--- config.mk ---
export PLATFORM = sky130hd
export DESIGN_NAME = bez_cell
export DESIGN_NICKNAME = d
export VERILOG_FILES = /design/src/rtl/core/bez_cell.sv
export SDC_FILE = /design/constraint.sdc
export NUM_CORES = 2
export LEC_CHECK = 0
export BUFFER_PORTS_ARGS = -buffer_cell sky130_fd_sc_hd__buf_2
export CAP_MARGIN = 15
export CORE_MARGIN = 5
export CORE_UTILIZATION = 43
export CTS_CLUSTER_DIAMETER = 80
export DETAILED_ROUTE_END_ITERATION = 16
export GPL_ROUTABILITY_DRIVEN = 0
export PLACE_DENSITY_LB_ADDON = 0.1
export SLEW_MARGIN = 25
export SYNTH_ARGS = -nofsm -noshare
export SYNTH_HDL_FRONTEND = slang
export SYNTH_SLANG_ARGS = --single-unit
--- constraint.sdc ---
create_clock -name clk -period 0.95 [get_ports clk]
set_input_delay 0.19 -clock clk [delete_from_list [all_inputs] [get_ports clk]]
set_output_delay 0.19 -clock clk [all_outputs]
set_load 0.03 [all_outputs]
--- src/rtl/core/bez_cell.sv ---
// One de Casteljau level: NPTS points per axis in, NPTS-1 rounded lerps out, registered.
// Cells chain into a row; each hands its points, t and valid to the next every cycle.
module bez_cell #(
	parameter int COORD_BITS = 10,
	parameter int T_FRAC_BITS = 10,
	parameter int NPTS = 4
) (
	input  logic                              clk,
	input  logic                              arst_n,
	input  logic                              in_valid,
	input  logic [T_FRAC_BITS:0]              in_t,
	input  logic [COORD_BITS+T_FRAC_BITS-1:0] in_x [NPTS],
	input  logic [COORD_BITS+T_FRAC_BITS-1:0] in_y [NPTS],
	output logic                              out_valid,
	output logic [T_FRAC_BITS:0]              out_t,
	output logic [COORD_BITS+T_FRAC_BITS-1:0] out_x [NPTS-1],
	output logic [COORD_BITS+T_FRAC_BITS-1:0] out_y [NPTS-1]
);

	localparam int PW = COORD_BITS + T_FRAC_BITS;
	localparam int TW = T_FRAC_BITS + 1;
	localparam int NO = NPTS - 1;
	localparam int MW = PW + TW + 2;
	localparam logic [MW-1:0] HALF = MW'(1) << (T_FRAC_BITS - 1);

	logic          valid_q;
	logic [TW-1:0] t_q;
	logic [PW-1:0] x_q [NO];
	logic [PW-1:0] y_q [NO];
	logic [PW-1:0] x_nxt [NO];
	logic [PW-1:0] y_nxt [NO];

	// a*ONE + t*(b-a) + HALF equals (ONE-t)*a + t*b + HALF: one multiply per lerp
	function automatic logic [PW-1:0] lerp(input logic [PW-1:0] a, input logic [PW-1:0] b,
		input logic [TW-1:0] t);
		logic signed [PW:0]   diff;
		logic signed [MW-1:0] acc;
		diff = $signed({1'b0, b}) - $signed({1'b0, a});
		acc = $signed(MW'({a, {T_FRAC_BITS{1'b0}}})) + diff * $signed({1'b0, t})
			+ $signed(HALF);
		return acc[T_FRAC_BITS +: PW];
	endfunction

	always_comb begin
		for (int i = 0; i < NO; i++) begin
			x_nxt[i] = lerp(in_x[i], in_x[i+1], in_t);
			y_nxt[i] = lerp(in_y[i], in_y[i+1], in_t);
		end
	end

	always_ff @(posedge clk or negedge arst_n) begin
		if (!arst_n) begin
			valid_q <= 1'b0;
		end else begin
			valid_q <= in_valid;
		end
	end

	always_ff @(posedge clk) begin
		t_q <= in_t;
		x_q <= x_nxt;
		y_q <= y_nxt;
	end

	assign out_valid = valid_q;
	assign out_t     = t_q;
	assign out_x     = x_q;
	assign out_y     = y_q;

endmodule
* Word level (Yosys, flattened, before mapping)
Index checks and enable logic that the tools add are counted. Widths: inputs -> output; s select.
Word-level totals: bits in registers 132, input bits 174, output and inout bits 132, logic and storage cells 32
Cells by class: $add $sub $neg 18, multipliers 6
Operator list (number):
- $add 30x11->30 const B | 6
- $add 30x30->30 | 6
- $mul 21x12->30 | 6
- $sub 20x20->21 | 6

* Longest topological paths before layout
depth after elaboration 4, mapped depth 36, gate-level depth less buffers 35

* Worst setup path before layout
OpenSTA, ideal clock, no wires.
kind input port to flip-flop, from input in_y[61] (netlist name), to register y_q, in the netlist out_y[59], setup time 130 ps, data arrival time 7584 ps, required time 820 ps, setup slack -6763 ps, stages 34, buffers on the path 1, cell sequence inv_1 > ha_1 > nor2b_1 > o21a_1 > o21ai_1 > a21oi_1 > a221o_1 > a21oi_1 > a211oi_1 > o31a_1 > or3_1 > and2_1 > buf_2 > and2_1 > fa_1 > inv_1 > fa_1 > inv_1 > fa_1 > fa_1 > inv_1 > fa_1 > inv_1 > ha_1 > nand4_1 > nor2_1 > a211oi_1 > nand2_1 > a21oi_2 > o21ai_1 > o41ai_2 > nor2_1 > a2111oi_0 > xnor3_1
RTL lines:
- start, declared | line 13 | input logic [COORD_BITS+T_FRAC_BITS-1:0] in_y [NPTS],
- end signal, assigned | line 62 | y_q <= y_nxt;
- end, declared | line 29 | logic [PW-1:0] y_q [NO];

==> results by group <==
Clock tree
  • CTS Sinks: approximately 130
  • CTS Buf Count: 17
  • CTS clock-pin slew for the worst setup and hold paths: about 0.090 ns
  • H-tree levels: 4
  • CTS root buffer: clkbuf_16
  • CTS tree: built
  • Clock Tree Buf Depth: 2

Routing
  • # DRC: 0
  • Routed Antenna Nets: 0
  • Pre-antenna DRT Iters: 7
  • Wire length per cell: ~18 µm
  • Via count: 45240
  • Vias/cell: 4.76
  • DR iter-0 viols: 1832
  • WL final: approximately 170000 µm

Global route
  • First-pass GRT wire length: ~270000 µm
  • Vias in the first global route: approximately 50000
  • Grt ovf: 0
  • Largest net degree at the start of global routing: 25
  • Gr usage total: approximately 25%
  • Initial antenna violation count: 14

Setup path
  • Worst setup path start: in_y[41]
  • Most used cell, CP: fa_1
  • Crit. End Element: register
  • Crit path capture: out_y[59]
  • Max stage delay cell, worst path: fa_1
  • Crit path kind: in -> reg
  • Worst Path Arrival: about 7.4 ns
  • Worst-path fanout max: 3
  • CP startpoint kind: input port
  • CP required: between 1 and 1.5 ns
  • Critical path's largest stage delay: between 0.5 and 0.6 ns

Timing
  • Actual slew at the worst max-slew pin: approximately 0.63 ns
  • Rel. slew slack: between 50% and 60%
  • Final Hold Viols: 0
  • Min Tclk post-route: 7.00 ns
  • Final setup viols: roughly 250
  • Max Slew Vio Count: 0
  • RSZ-0062 raised after global routing: yes
  • Fin worst setup slack: -6.05 ns
  • Highest clock rate: around 0.14 GHz
  • Period utilisation layout: 737%

Synth
  • Post-synth EDFFs: 0
  • Sequential share of the synthesized area: under 10%
  • Top FF cell, synth: dfxtp_1
  • Async SR Flop Fraction: less than 1%
  • YS warnings: 0
  • Synth Register Bits: around 130
  • Net Count, Synth: 8348
  • Cell accounting for the most synthesized area: fa_1
  • Syn avg cell area: 8.73 µm²
  • Post-synth top area share: ~45%
  • Synth unique cells: 77
  • Post-Synthesis Cells: around 6400
  • Top-count cell post-synth: inv_1
  • Mapped cell area: ~0.056 mm²
  • Synth area leaders: fa_1 45%, ha_1 12%, inv_1 12%
  • Top cells by count, synth: 1715 x inv_1, 1266 x fa_1, 827 x nand2_1

Floorplan
  • # IOs: slightly above 300
  • Die Y: approximately 370 µm
  • Row count: 132
  • Die Wd: 370 µm
  • DIE AREA: about 0.14 mm²
  • CORE AREA: ~0.13 mm²
  • Starting density of the core: a little over two fifths

Placed design
  • Post-DP HPWL: approximately 150000 µm
  • Placed cell count: 9353
  • PortBufs: between 300 and 400

Finish
  • NumNets Final: 9709
  • Layout cells sized above 1: between 20% and 30%
  • Synthesis-to-layout area growth: 32.2%
  • Final Util: between 50% and 60%
  • Fin cells: around 9500

Worst hold path
  • Hold/Removal Path Class: in -> reg
  • Hold Path Origin: in_t[3]

Flow run
  • MaxCap Viol Count: 0

Status
  • Failing checks: setup timing
  • Status: finished, violations left
registers in the layout (all words and copies together) (netlist names):
signal / cells
out_y: 60
out_valid: 1
out_t: 11
out_x: 60
worst min path at each step:
stage                            to  slack, ns  cells past startpoint
after floorplan           out_valid      -0.11                      0
after global placement    out_valid      -0.04                      1
after detailed placement  out_valid      -0.03                      1
after CTS                  out_t[3]      0.002                      2
after global routing       out_t[3]       0.04                      2
final                      out_t[3]       0.06                      2
critical path: cells and delay by family:
kind                     cells  cell delay (ns)
buffers and inverters        6             0.51
AND/OR/NAND/NOR              8             1.15
adder cells (fa/ha/maj)      7             2.88
XOR/XNOR                     1             0.29
AO/OA/AOI/OAI               12             2.39
cell type report:
cell class,count,area (µm²)
clock inverters,14,188
well taps,1742,2180
fillers,11884,55600
inverters,1716,6570
diodes,4,10.0
multi-input cells,4277,49300
flip-flops and latches,132,2660
clock buffers,18,439
repair buffers,1609,12400
metrics by stage:
stage          instance area, µm²  setup TNS (ns)  hold slack (ns)  setup WS (ns)
2_1_floorplan               57500         -610.81           -0.106          -6.26
3_3_place_gp                69300         -718.99          -0.0358          -6.93
3_5_place_dp                69300         -723.55          -0.0345          -6.97
4_1_cts                     72300         -665.89          0.00215          -6.12
5_1_grt                     73800         -703.85           0.0434          -6.37
6_report                    73800         -667.90           0.0585          -6.05
cell usage in the layout (no fill, tap or decap), types with 24 or more instances in the layout:
cell | netlist | layout
o21ai_0 | 54 | 27
nor3_1 | 53 | 32
ha_4 | 0 | 83
nor2b_1 | 87 | 69
fa_2 | 0 | 25
inv_1 | 1715 | 1629
nor2_2 | 1 | 42
and2_1 | 489 | 428
xor2_1 | 46 | 37
ha_1 | 516 | 427
o21a_1 | 55 | 55
a21oi_1 | 136 | 56
fa_1 | 1266 | 1241
dfxtp_1 | 131 | 122
inv_2 | 0 | 67
nand2b_1 | 69 | 67
nand2_2 | 0 | 28
xnor2_2 | 0 | 37
nand2_1 | 827 | 795
buf_2 | 3 | 265
nor2_1 | 179 | 121
buf_6 | 0 | 85
and2_4 | 0 | 61
nand3_1 | 29 | 24
a21oi_2 | 2 | 67
buf_4 | 0 | 1197
xnor2_1 | 205 | 160
o21ai_2 | 0 | 24
a21o_1 | 47 | 46
buf_12 | 0 | 44
kinds of logic (layout without fill, tap and decap cells):
kind of cell | after synthesis | count (layout) | synth area share [%]
buffers and inverters | 1983 | 3357 | 13.3
and+or+nand+nor | 1797 | 1797 | 15.5
DFF | 132 | 132 | 4.74
other | 0 | 4 | 0
AOI/OAI and AO/OA | 442 | 442 | 5.28
adders and majority gates | 1782 | 1782 | 57.0
xor gates and xnor gates | 256 | 256 | 4.14
layer usage:
metal | part of all wire [%] | global-route usage (%)
met5 | 0.055 | 0
met4 | 4.2 | 9.45
met3 | 5.2 | 4.71
met2 | 51 | 45.2
met1 | 40 | 30.5
timing repair:
item | in CTS | in global routing
hold buffers | 8 | 0
endpoints found under the hold margin | 7 | 0
pin swaps | 335 | 247
buffers inserted | 95 | 56
gates resized for setup | 378 | 269
endpoints found under the setup margin | 252 | 252
Power is not shown: default switching activity piles up to over one toggle a cycle in this logic, so the estimate is an artifact.
